## src/rtl/core/max_frequency_stack_defines.svh

```systemverilog
// ----------------------------------------------------------------------------
// Assertion macros for the maximum-frequency stack
// Shared helpers; each expects clk and rst_n in scope.
// ----------------------------------------------------------------------------
`ifndef MAX_FREQUENCY_STACK_DEFINES_SVH
`define MAX_FREQUENCY_STACK_DEFINES_SVH

// condition holds at every clock edge out of reset
`define MFS_ASSERT_ALWAYS(lbl, cond, msg) \
  lbl: assert property (@(posedge clk) disable iff (!rst_n) (cond)) else $error(msg);

// consequent holds in the same cycle as the antecedent
`define MFS_ASSERT_IMPLY(lbl, ante, cons, msg) \
  lbl: assert property (@(posedge clk) disable iff (!rst_n) (ante) |-> (cons)) \
    else $error(msg);

`endif

```

## src/rtl/core/mfs_ram.sv

```systemverilog
// ----------------------------------------------------------------------------
// mfs_ram
// Generic single-write, single-read RAM with registered read data.
// ----------------------------------------------------------------------------
`default_nettype none

module mfs_ram #(
  parameter int WIDTH = 8,
  parameter int DEPTH = 16
) (
  input  wire logic                     clk,
  input  wire logic                     we,
  input  wire logic [$clog2(DEPTH)-1:0] waddr,
  input  wire logic [WIDTH-1:0]         wdata,
  input  wire logic [$clog2(DEPTH)-1:0] raddr,
  output logic      [WIDTH-1:0]         rdata
);

  logic [WIDTH-1:0] mem [DEPTH];

  always_ff @(posedge clk) begin
    if (we) begin
      mem[waddr] <= wdata;
    end
    rdata <= mem[raddr];
  end

endmodule

`default_nettype wire

```

## config.mk

```make
export PLATFORM = sky130hd
export DESIGN_NAME = mfs_ram
export DESIGN_NICKNAME = d
export VERILOG_FILES = /design/src/rtl/core/max_frequency_stack_defines.svh /design/src/rtl/core/mfs_ram.sv
export SDC_FILE = /design/constraint.sdc
export NUM_CORES = 1
export LEC_CHECK = 0
export BUFFER_PORTS_ARGS = -buffer_cell sky130_fd_sc_hd__buf_2
export CAP_MARGIN = 25
export CORE_MARGIN = 2
export CORE_UTILIZATION = 35
export CTS_BUF_LIST = sky130_fd_sc_hd__clkbuf_4 sky130_fd_sc_hd__clkbuf_8
export CTS_CLUSTER_DIAMETER = 100
export CTS_CLUSTER_SIZE = 20
export DETAILED_ROUTE_END_ITERATION = 16
export PLACE_DENSITY = 0.54
export SYNTH_ARGS = -nofsm -noshare
export SYNTH_HDL_FRONTEND = slang
export SYNTH_SLANG_ARGS = --single-unit
```

## constraint.sdc

```tcl
create_clock -name clk -period 3.25 [get_ports clk]
set_input_delay 0.65 -clock clk [delete_from_list [all_inputs] [get_ports clk]]
set_output_delay 0.65 -clock clk [all_outputs]
set_load 0.05 [all_outputs]
```

Word-level counts from Yosys, hierarchy flattened. Memories as Yosys holds them, arrays and structs flattened. A register that Yosys moved wholly into a read port is not among the register bits. Index checks and enable logic that the tools add are counted.

Output and inout port bits: 8. Memory bits (writable): 128. Logic and storage cells: 3. Register bits after elaboration: 0. Input bits: 18. Memories: 1.

Multiplexer cells: 2.

Memories: mem (depth 16, bits a word 8, read ports 1, clocked after Yosys merged registers in 1, wr ports 1, RTL line mfs_ram.sv:19) `logic [WIDTH-1:0] mem [DEPTH];`.

Operator list (count): 1-bit 2-to-1 mux (2).

Depth between registers and ports, before layout. Gate-level depths: netlist (run 1).

Depth in word-level cells: 2. Mapped depth: 5. Gate-level depth less buffers: 3.

Least setup slack after synthesis (run 1). Ideal clock, no wire load.

Path type: input to register. Start point: input port waddr[2]. End point: memory mem[0][0] (enable). Setup slack: 1.107 ns. Setup time: 0.383 ns. Data required time: 2.867 ns. Arrival: 1.760 ns. Path buffers: 0. Cell stages on the path: 2. Path through: or3b_2 nor3_1.

RTL lines: start, declared (RTL line mfs_ram.sv:13) `input wire logic [$clog2(DEPTH)-1:0] waddr,`; end, declared (RTL line mfs_ram.sv:19).

Straight into the memory's write port.

==> results of run 1 <==
-- cells in the final DEF, fill, tap and decap left out, types with 5 or more instances in the layout --
| cell | n |
|---|---|
| a22oi_1 | 16 |
| buf_2 | 25 |
| buf_4 | 8 |
| clkbuf_8 | 17 |
| clkinvlp_4 | 5 |
| dfxtp_1 | 8 |
| edfxtp_1 | 128 |
| mux4_1 | 14 |
| mux4_2 | 18 |
| nand2_1 | 9 |
| nor2_1 | 13 |
-- per-stage QoR --
step | std cells | util [%] | hold WS (ns) | power, mW | setup WS (ns)
3_3_place_gp | 437 | 38.1 | 0.657 | 2.23 | 0.779
2_1_floorplan | 229 | - | 0.629 | 2.15 | 1.11
5_1_grt | 469 | 41.0 | 0.594 | 3.77 | 1.16
3_5_place_dp | 437 | 38.1 | 0.669 | 2.24 | 0.753
4_1_cts | 469 | 41.0 | 0.579 | 3.68 | 1.24
6_report | 469 | 41.0 | 0.609 | 3.64 | 1.24
-- metal layers --
metal	up-vias	track usage (%)	part of all wire (%)
met4	0	4.51	0.87
met5	-	0	0
met2	60	21.8	50
met3	11	4.28	4.5
met1	1220	18.3	45
li1	1057	-	-
-- worst max path at each step --
stage	to	from	depth (start not counted)
6_report	rdata[7]	raddr[0]	5
5_1_grt	rdata[7]	raddr[0]	5
4_1_cts	rdata[7]	raddr[0]	5
3_5_place_dp	rdata[7]	raddr[0]	5
3_3_place_gp	rdata[7]	raddr[0]	5
2_1_floorplan	mem[0][0]	waddr[2]	2
-- cells in the mapped netlist --
cell	number
edfxtp_1	128
mux4_2	18
a22oi_1	16
mux4_1	14
nor2_1	13
nand2_1	9
dfxtp_1	8
nor3_1	4
buf_2	3
buf_6	3
clkdlybuf4s25_2	3
nand2b_1	2
nand3b_1	2
and2_1	1
and2b_1	1
buf_4	1
nand3_1	1
nor2b_1	1
or3b_2	1
-- power by group through the flow --
stage | combinational (mW) | clock, mW | sequential, mW
5_1_grt | 0.237 | 1.56 | 1.97
3_3_place_gp | 0.222 | 0 | 2.01
3_5_place_dp | 0.226 | 0 | 2.01
4_1_cts | 0.226 | 1.48 | 1.97
2_1_floorplan | 0.0995 | 0 | 2.05
6_report | 0.219 | 1.45 | 1.97
-- registers in the layout (all words and copies together) (netlist names) --
name / cells
rdata: 8
mem: 128
-- cells by family after synthesis --
family | synth area share (%)
AND/OR/NAND/NOR | 3.18
AO/OA/AOI/OAI | 2.33
buffers and inverters | 1.68
flip-flops | 77.8
multiplexers | 15.0
-- worst max-delay path, cell delays in order --
cell and delay, ns:
buf_2 0.48, buf_12 0.26, mux4_2 0.52, a22oi_1 0.25, nand2_1 0.13
-- cell type report --
| cell class | count | share of cell area (%) |
|---|---|---|
| sequential | 136 | 67.7 |
| clock inverter | 15 | 3.11 |
| timing repair buffer | 34 | 3.47 |
| multi-input combinational | 83 | 17.9 |
| clock buffer | 17 | 3.96 |
| tap | 184 | 3.89 |
==> impl_metrics.ini, run 1 <==
[final_layout]
fin_nets = 290
multi_input_area_um2 = 1060
area_growth_syn_to_layout_pct = 14.9
antenna_cells = 0
drive_gt1_share_pct = 28.8
ff_latch_area_um2 = 4000
fin_area_um2 = 5910
fillCellCount = 1289

[route]
drt_first_pass_iters = 4
vias = 2348
wire_per_inst_um = 21.6
ant_nets = 0
drc = 0
drt-initial-drc-count = 148
finalWirelength_um = 10100
via_per_inst = 5.01

[global_routing]
grt-ovfl-total = 0
grt_pass1_wl_um = 15500
antenna_found_initial = 0
track_usage_pct = 13.8
grt_pass1_vias = 2534
grt_max_degree = 28

[floorplan]
die_width_um = 125
core_um2 = 14400
die_h_um = 125
ios = 26
row_count = 44
start_util_pct = 35.7
die_area_um2 = 15700

[placement]
port_buffers = 25
dp_hpwl_um = 6470
place_area_um2 = 5500
gp_congestion = 0.718

[synth]
synth_cell_types = 19
synthTopCellsByArea = edfxtp_1 (75%), mux4_2 (7.9%), mux4_1 (7.1%), dfxtp_1 (3.1%), a22oi_1 (2.3%)
netlist_area_um2 = 5150
yosysTopAreaCell = edfxtp_1
synth.ff_latch_count = 136
ys_warn_count = 0
synth_area_per_cell_um2 = 22.5
postSynthCellCount = 229
syn_nets = 247
synth_top_cell_area_share_pct = 74.7
synth-seq-area-share_pct = 77.8

[power_and_ir_drop]
clkPwrFrac_pct = 39.8
seq_power_share_pct = 54.2
p_sw_share_pct = 21.5
ir_drop_uv = 224
internal_power_mw = 2.85
p_sw_mw = 0.782
p_comb_share_pct = 6.0
p_leak_nw = 1.94
powerDensity_nw_per_um2 = 615

[setup_path]
required_ns = 3.56
r2r_end = rdata[0]
reg2regPathDepth = 3
rrSetupSlack_ns = 1.84
cp-start-kind = input pin
cp_max_fo = 17
critPathCaptureType = flop
arrival_ns = 2.31
critPathKind = in2reg
rr_startpoint = mem[5][0]

[timing]
setup_tns_ns = 0
layout_worst_path_cycle_share_pct = 61.8
setup_viol = 0
fmax_mhz = 498
rsz0062_at_grt = no
drv_slew = 0
tightest_slew_ns = 0.881
relSlewSlack_pct = 41.0
final_period_minus_worst_setup_slack_ns = 2.01
hold_viol = 0
fin_skew_ns = 0.00606

[clock_network]
cts-resized-gates = 0
cts_sinks = 136
cts.htree.levels = 4
clockBufferDepth = 2
cts_tree = yes
clock_latency_ns = 0.43
root_buffer = clkbuf_8
post_cts_buffers = 0
cts_buffers = 17
cts_hold_buf = 0
clkTransAtPathRegs_ns = 0.08

[min_path]
holdPathStages = 1
hp-start = wdata[6]
hold_class = in2reg
hold_end = mem[4][6]

[outcome]
status = finished clean

[run]
cap_violations = 0
Note: power is estimated with default switching activity, not from simulation.
==> inputs of run 2 (changes only) <==
--- a/config.mk
+++ b/config.mk
@@ -5,6 +5,7 @@
 export SDC_FILE = /design/constraint.sdc
 export NUM_CORES = 1
 export LEC_CHECK = 0
+export ABC_AREA = 1
 export BUFFER_PORTS_ARGS = -buffer_cell sky130_fd_sc_hd__buf_2
 export CAP_MARGIN = 25
 export CORE_MARGIN = 2
==> constraint.sdc (replaced) <==
create_clock -name clk -period 2.1 [get_ports clk]
set_input_delay 0.42 -clock clk [delete_from_list [all_inputs] [get_ports clk]]
set_output_delay 0.42 -clock clk [all_outputs]
set_load 0.05 [all_outputs]
==> impl_metrics.ini, run 2 <==
[min_path]
hold_class = in2reg
holdPathStages = 3

[power_and_ir_drop]
ir_drop_uv = 336
p_leak_nw = 2.85
seq_power_share_pct = 52.7
powerDensity_nw_per_um2 = 875
clkPwrFrac_pct = 39.8
p_comb_share_pct = 7.5
internal_power_mw = 4.44
p_sw_share_pct = 23.2
p_sw_mw = 1.34

[synth]
netlist_area_um2 = 5770
synthTopCellsByArea = edfxtp_1 (67%), nand2_1 (11%), nand3_1 (8.4%), inv_1 (6.5%), dfxtp_1 (2.8%)
syn_nets = 569
yosysTopAreaCell = edfxtp_1
synthFlopType = edfxtp_1
synth-seq-area-share_pct = 69.4
synth_cell_types = 12
synth_top_cell_area_share_pct = 66.7
postSynthCellCount = 551
async_flop_share_pct = 0
yosysMostFrequentCell = nand2_1
synth_area_per_cell_um2 = 10.5
ys_top_cells_by_count = nand2_1 (173), edfxtp_1 (128), inv_1 (100)
synth_edf_count = 128
synth.ff_latch_count = 136
ys_warn_count = 0

[clock_network]
cts_hold_buf = 0
cts.htree.levels = 4
clkTransAtPathRegs_ns = 0.07
cts-resized-gates = 0
clockBufferDepth = 2
clock_latency_ns = 0.43
cts_buffers = 17
root_buffer = clkbuf_8
post_cts_buffers = 0
cts_tree = yes
cts_sinks = 136

[setup_path]
required_ns = 1.68
reg2regPathDepth = 6
arrival_ns = 1.07
critPathKind = reg2out
worst-path-stages = 1
critPathCaptureType = output port
slowest_stage = dfxtp_1
path_buf_inv = 1
path_cells = buf_2
critical_path.max_stage_delay_ns = 0.36
cp_top_family = flip-flops
cp-start-kind = flop
cp_max_fo = 1

[global_routing]
grt-ovfl-total = 0
track_usage_pct = 16.2
grt_max_degree = 65
antenna_found_initial = 0
grt_pass1_wl_um = 21300
grt_pass1_vias = 3747

[final_layout]
fin_area_um2 = 6610
regMostFlops = mem
post-route-util_pct = 41.3
layout_commonest_cell = nand2_1
final_cells = 821
drive_gt1_share_pct = 13.1
reg_top3 = mem: 128 flops, rdata: 8 flops
antenna_cells = 0
final_cell_mix = nand2_1 (173), edfxtp_1 (128), inv_1 (100)
area_growth_syn_to_layout_pct = 14.6
fin_nets = 610
largest_register_ff_count = 128

[timing]
fmax_mhz = 671
final_period_minus_worst_setup_slack_ns = 1.49
fin_skew_ns = 0.00765
drv_slew = 0
setup_tns_ns = 0
hold_viol = 0
layout_worst_path_cycle_share_pct = 70.9
rsz0062_at_grt = no
setup_viol = 0
setup_ws_ns = 0.610
tightest_slew_ns = 0.722
relSlewSlack_pct = 51.8

[placement]
gp_congestion = 0.777
place_area_um2 = 6180
dp_hpwl_um = 8230
placedCellCount = 789
pre_cts_slack_ns = 0.232
port_buffers = 25

[route]
drt-initial-drc-count = 406
ant_nets = 0
drt_first_pass_iters = 5
maxUsedRoutingLayer = met4
wire_per_inst_um = 16.3
via_per_inst = 4.56
finalWirelength_um = 13300
vias = 3747
route.met2.wl_um = 6400
wl_met1_um = 6050
drc = 0
met3WireLength_um = 729

[run]
cap_violations = 0

[floorplan]
die_area_um2 = 17500
die_h_um = 132
ios = 26
die_width_um = 132
row_count = 46
start_util_pct = 36.0
core_um2 = 16000

[outcome]
status = finished clean
run 2: cells by family (layout without fill, tap and decap cells):
group | after synthesis | in the layout | share of synthesized area (%)
buffers and inverters | 126 | 180 | 9.52
AND/OR/NAND/NOR | 289 | 289 | 21.0
flip-flops | 136 | 136 | 69.4
run 2: layout make-up:
cell class	instances	area (um^2)
Tap cell	216	270
Inverter	102	383
Clock inverter	11	143
Multi-Input combinational cell	289	1210
Clock buffer	21	289
Fill cell	1610	9390
Sequential cell	136	4000
Timing Repair Buffer	46	308
run 2: power groups by stage:
stage | combinational, mW | sequential, mW | clock [mW]
finish | 0.432 | 3.05 | 2.30
global route | 0.482 | 3.05 | 2.45
CTS | 0.438 | 3.05 | 2.34
detailed placement | 0.437 | 3.11 | 0
global placement | 0.432 | 3.11 | 0
floorplan | 0.214 | 3.17 | 0
run 2: worst paths after layout:
kind / startpoint / to / slack [ns]
max: rdata[6] / rdata[6] / 0.61
min: raddr[3] / rdata[0] / 0.36
max reg2reg: mem[7][3] / rdata[3] / 1.03
min reg2reg: mem[6][7] / rdata[7] / 0.66
run 2: metrics by stage:
step                hold slack (ns)  power (mW)
global route                  0.352        5.98
detailed placement            0.653        3.55
finish                        0.355        5.78
global placement              0.655        3.54
floorplan                     0.519        3.38
CTS                           0.330        5.82
run 2: layer usage:
layer	track usage (%)	vias up
li1	-	1855
met1	22.1	1779
met2	25.9	101
met3	3.65	12
met4	4.96	0
met5	0	-
==> inputs of run 3 (changes only) <==
==> constraint.sdc (replaced) <==
create_clock -name clk -period 1.4 [get_ports clk]
set_input_delay 0.28 -clock clk [delete_from_list [all_inputs] [get_ports clk]]
set_output_delay 0.28 -clock clk [all_outputs]
set_load 0.05 [all_outputs]
==> impl_metrics.ini, run 3 (same netlist as run 2, synthesis figures left out) <==
[setup_path]
cp-start-kind = flop
r2r_end = rdata[0]
critPathCaptureType = output port
critPathKind = reg2out
reg2regPathDepth = 6
cp_max_fo = 1
path_cells = buf_4
required_ns = 1.12
cp_top_family = flip-flops
rr_startpoint = mem[0][0]
slowest_stage = dfxtp_1
arrival_ns = 1.05
path_buf_inv = 1
critical_path.max_stage_delay_ns = 0.39
rrSetupSlack_ns = 0.39

[power_and_ir_drop]
internal_power_mw = 6.51
p_sw_share_pct = 23.8
p_leak_nw = 2.88
seq_power_share_pct = 53.6
powerDensity_nw_per_um2 = 1280
clkPwrFrac_pct = 38.5
p_sw_mw = 2.04
ir_drop_uv = 444
p_comb_share_pct = 8.0

[clock_network]
cts_tree = yes
cts_buffers = 17
post_cts_buffers = 0
clockBufferDepth = 2
clock_latency_ns = 0.45
clkTransAtPathRegs_ns = 0.07
root_buffer = clkbuf_8
cts.htree.levels = 4
cts_sinks = 136

[placement]
dp_hpwl_um = 8620
port_buffers = 25
place_area_um2 = 6270
gp_congestion = 0.807

[final_layout]
drive_gt1_share_pct = 14.1
layout_commonest_cell = nand2_1
fin_nets = 617
regMostFlops = mem
antenna_cells = 0
fin_area_um2 = 6690
reg_top3 = mem: 128 flops, rdata: 8 flops
area_growth_syn_to_layout_pct = 15.9
final_cell_mix = nand2_1 (173), edfxtp_1 (128), inv_1 (100)
largest_register_ff_count = 128
fillCellCount = 1558

[route]
ant_nets = 0
via_per_inst = 4.60
drc = 0
drt_first_pass_iters = 4
met3WireLength_um = 486
wl_met1_um = 6550
finalWirelength_um = 13700
maxUsedRoutingLayer = met4
vias = 3808
wire_per_inst_um = 16.5
drt-initial-drc-count = 335
route.met2.wl_um = 6230

[outcome]
status = finished clean

[timing]
setup_tns_ns = 0
setup_viol = 0
relSlewSlack_pct = 73.7
tightest_slew_ns = 0.394
hold_viol = 0
layout_worst_path_cycle_share_pct = 95.1
fin_skew_ns = 0.0108
drv_slew = 0
final_period_minus_worst_setup_slack_ns = 1.33
rsz0062_at_grt = no
fmax_mhz = 751

[floorplan]
ios = 26
die_h_um = 132
start_util_pct = 36.0
die_area_um2 = 17500
die_width_um = 132
core_um2 = 16000
row_count = 46

[global_routing]
grt-ovfl-total = 0
track_usage_pct = 16.3
grt_max_degree = 65
grt_pass1_vias = 3712
grt_pass1_wl_um = 21300
antenna_found_initial = 0

[min_path]
holdPathStages = 1
hold_class = in2reg
hold_end = mem[1][4]
hp-start = wdata[4]

[run]
cap_violations = 0
run 3: final cells by class:
cell class	count	area, um^2	area share, %
well taps	216	270	4.04
repair buffers	53	405	6.06
flip-flops and latches	136	4000	59.9
inverters	102	383	5.73
clock inverters	11	120	1.80
clock buffers	21	289	4.32
multi-input cells	289	1210	18.2
run 3: stage by stage:
stage / total power, mW / setup WS, ns / utilization (%) / cells / hold WS, ns
after floorplan: 5.07 / 0.169 / - / 551 / 0.379
after global placement: 5.34 / 0.0377 / 39.2 / 796 / 0.663
after detailed placement: 5.35 / 0.0467 / 39.2 / 796 / 0.668
after CTS: 8.62 / 0.0246 / 41.8 / 828 / 0.219
after global routing: 8.82 / 0.0181 / 41.8 / 828 / 0.249
final: 8.54 / 0.0682 / 41.8 / 828 / 0.235
run 3: timing repair:
action,4_1_cts,5_1_grt
endpoints found under the setup margin,3,0
resized for setup,3,0
hold buffers,0,0
run 3: worst max path at each step:
| stage | start | endpoint | depth (start not counted) |
|---|---|---|---|
| after floorplan | waddr[2] | mem[10][0] | 2 |
| after global placement | raddr[0] | rdata[7] | 8 |
| after detailed placement | raddr[0] | rdata[0] | 9 |
| after CTS | rdata[2] | rdata[2] | 1 |
| after global routing | rdata[2] | rdata[2] | 1 |
| final | rdata[2] | rdata[2] | 1 |
run 3: power by group through the flow:
stage	Sequential, mW	Clock, mW	Combinational, mW
detailed placement	4.67	0	0.681
global placement	4.67	0	0.675
CTS	4.58	3.35	0.689
floorplan	4.75	0	0.321
finish	4.58	3.29	0.680
global route	4.58	3.49	0.747
run 3: metal layers:
metal	vias to the layer above	track usage, %
li1	1864	-
met1	1815	22.6
met2	103	24.9
met3	26	3.15
met4	0	7.35
met5	-	0
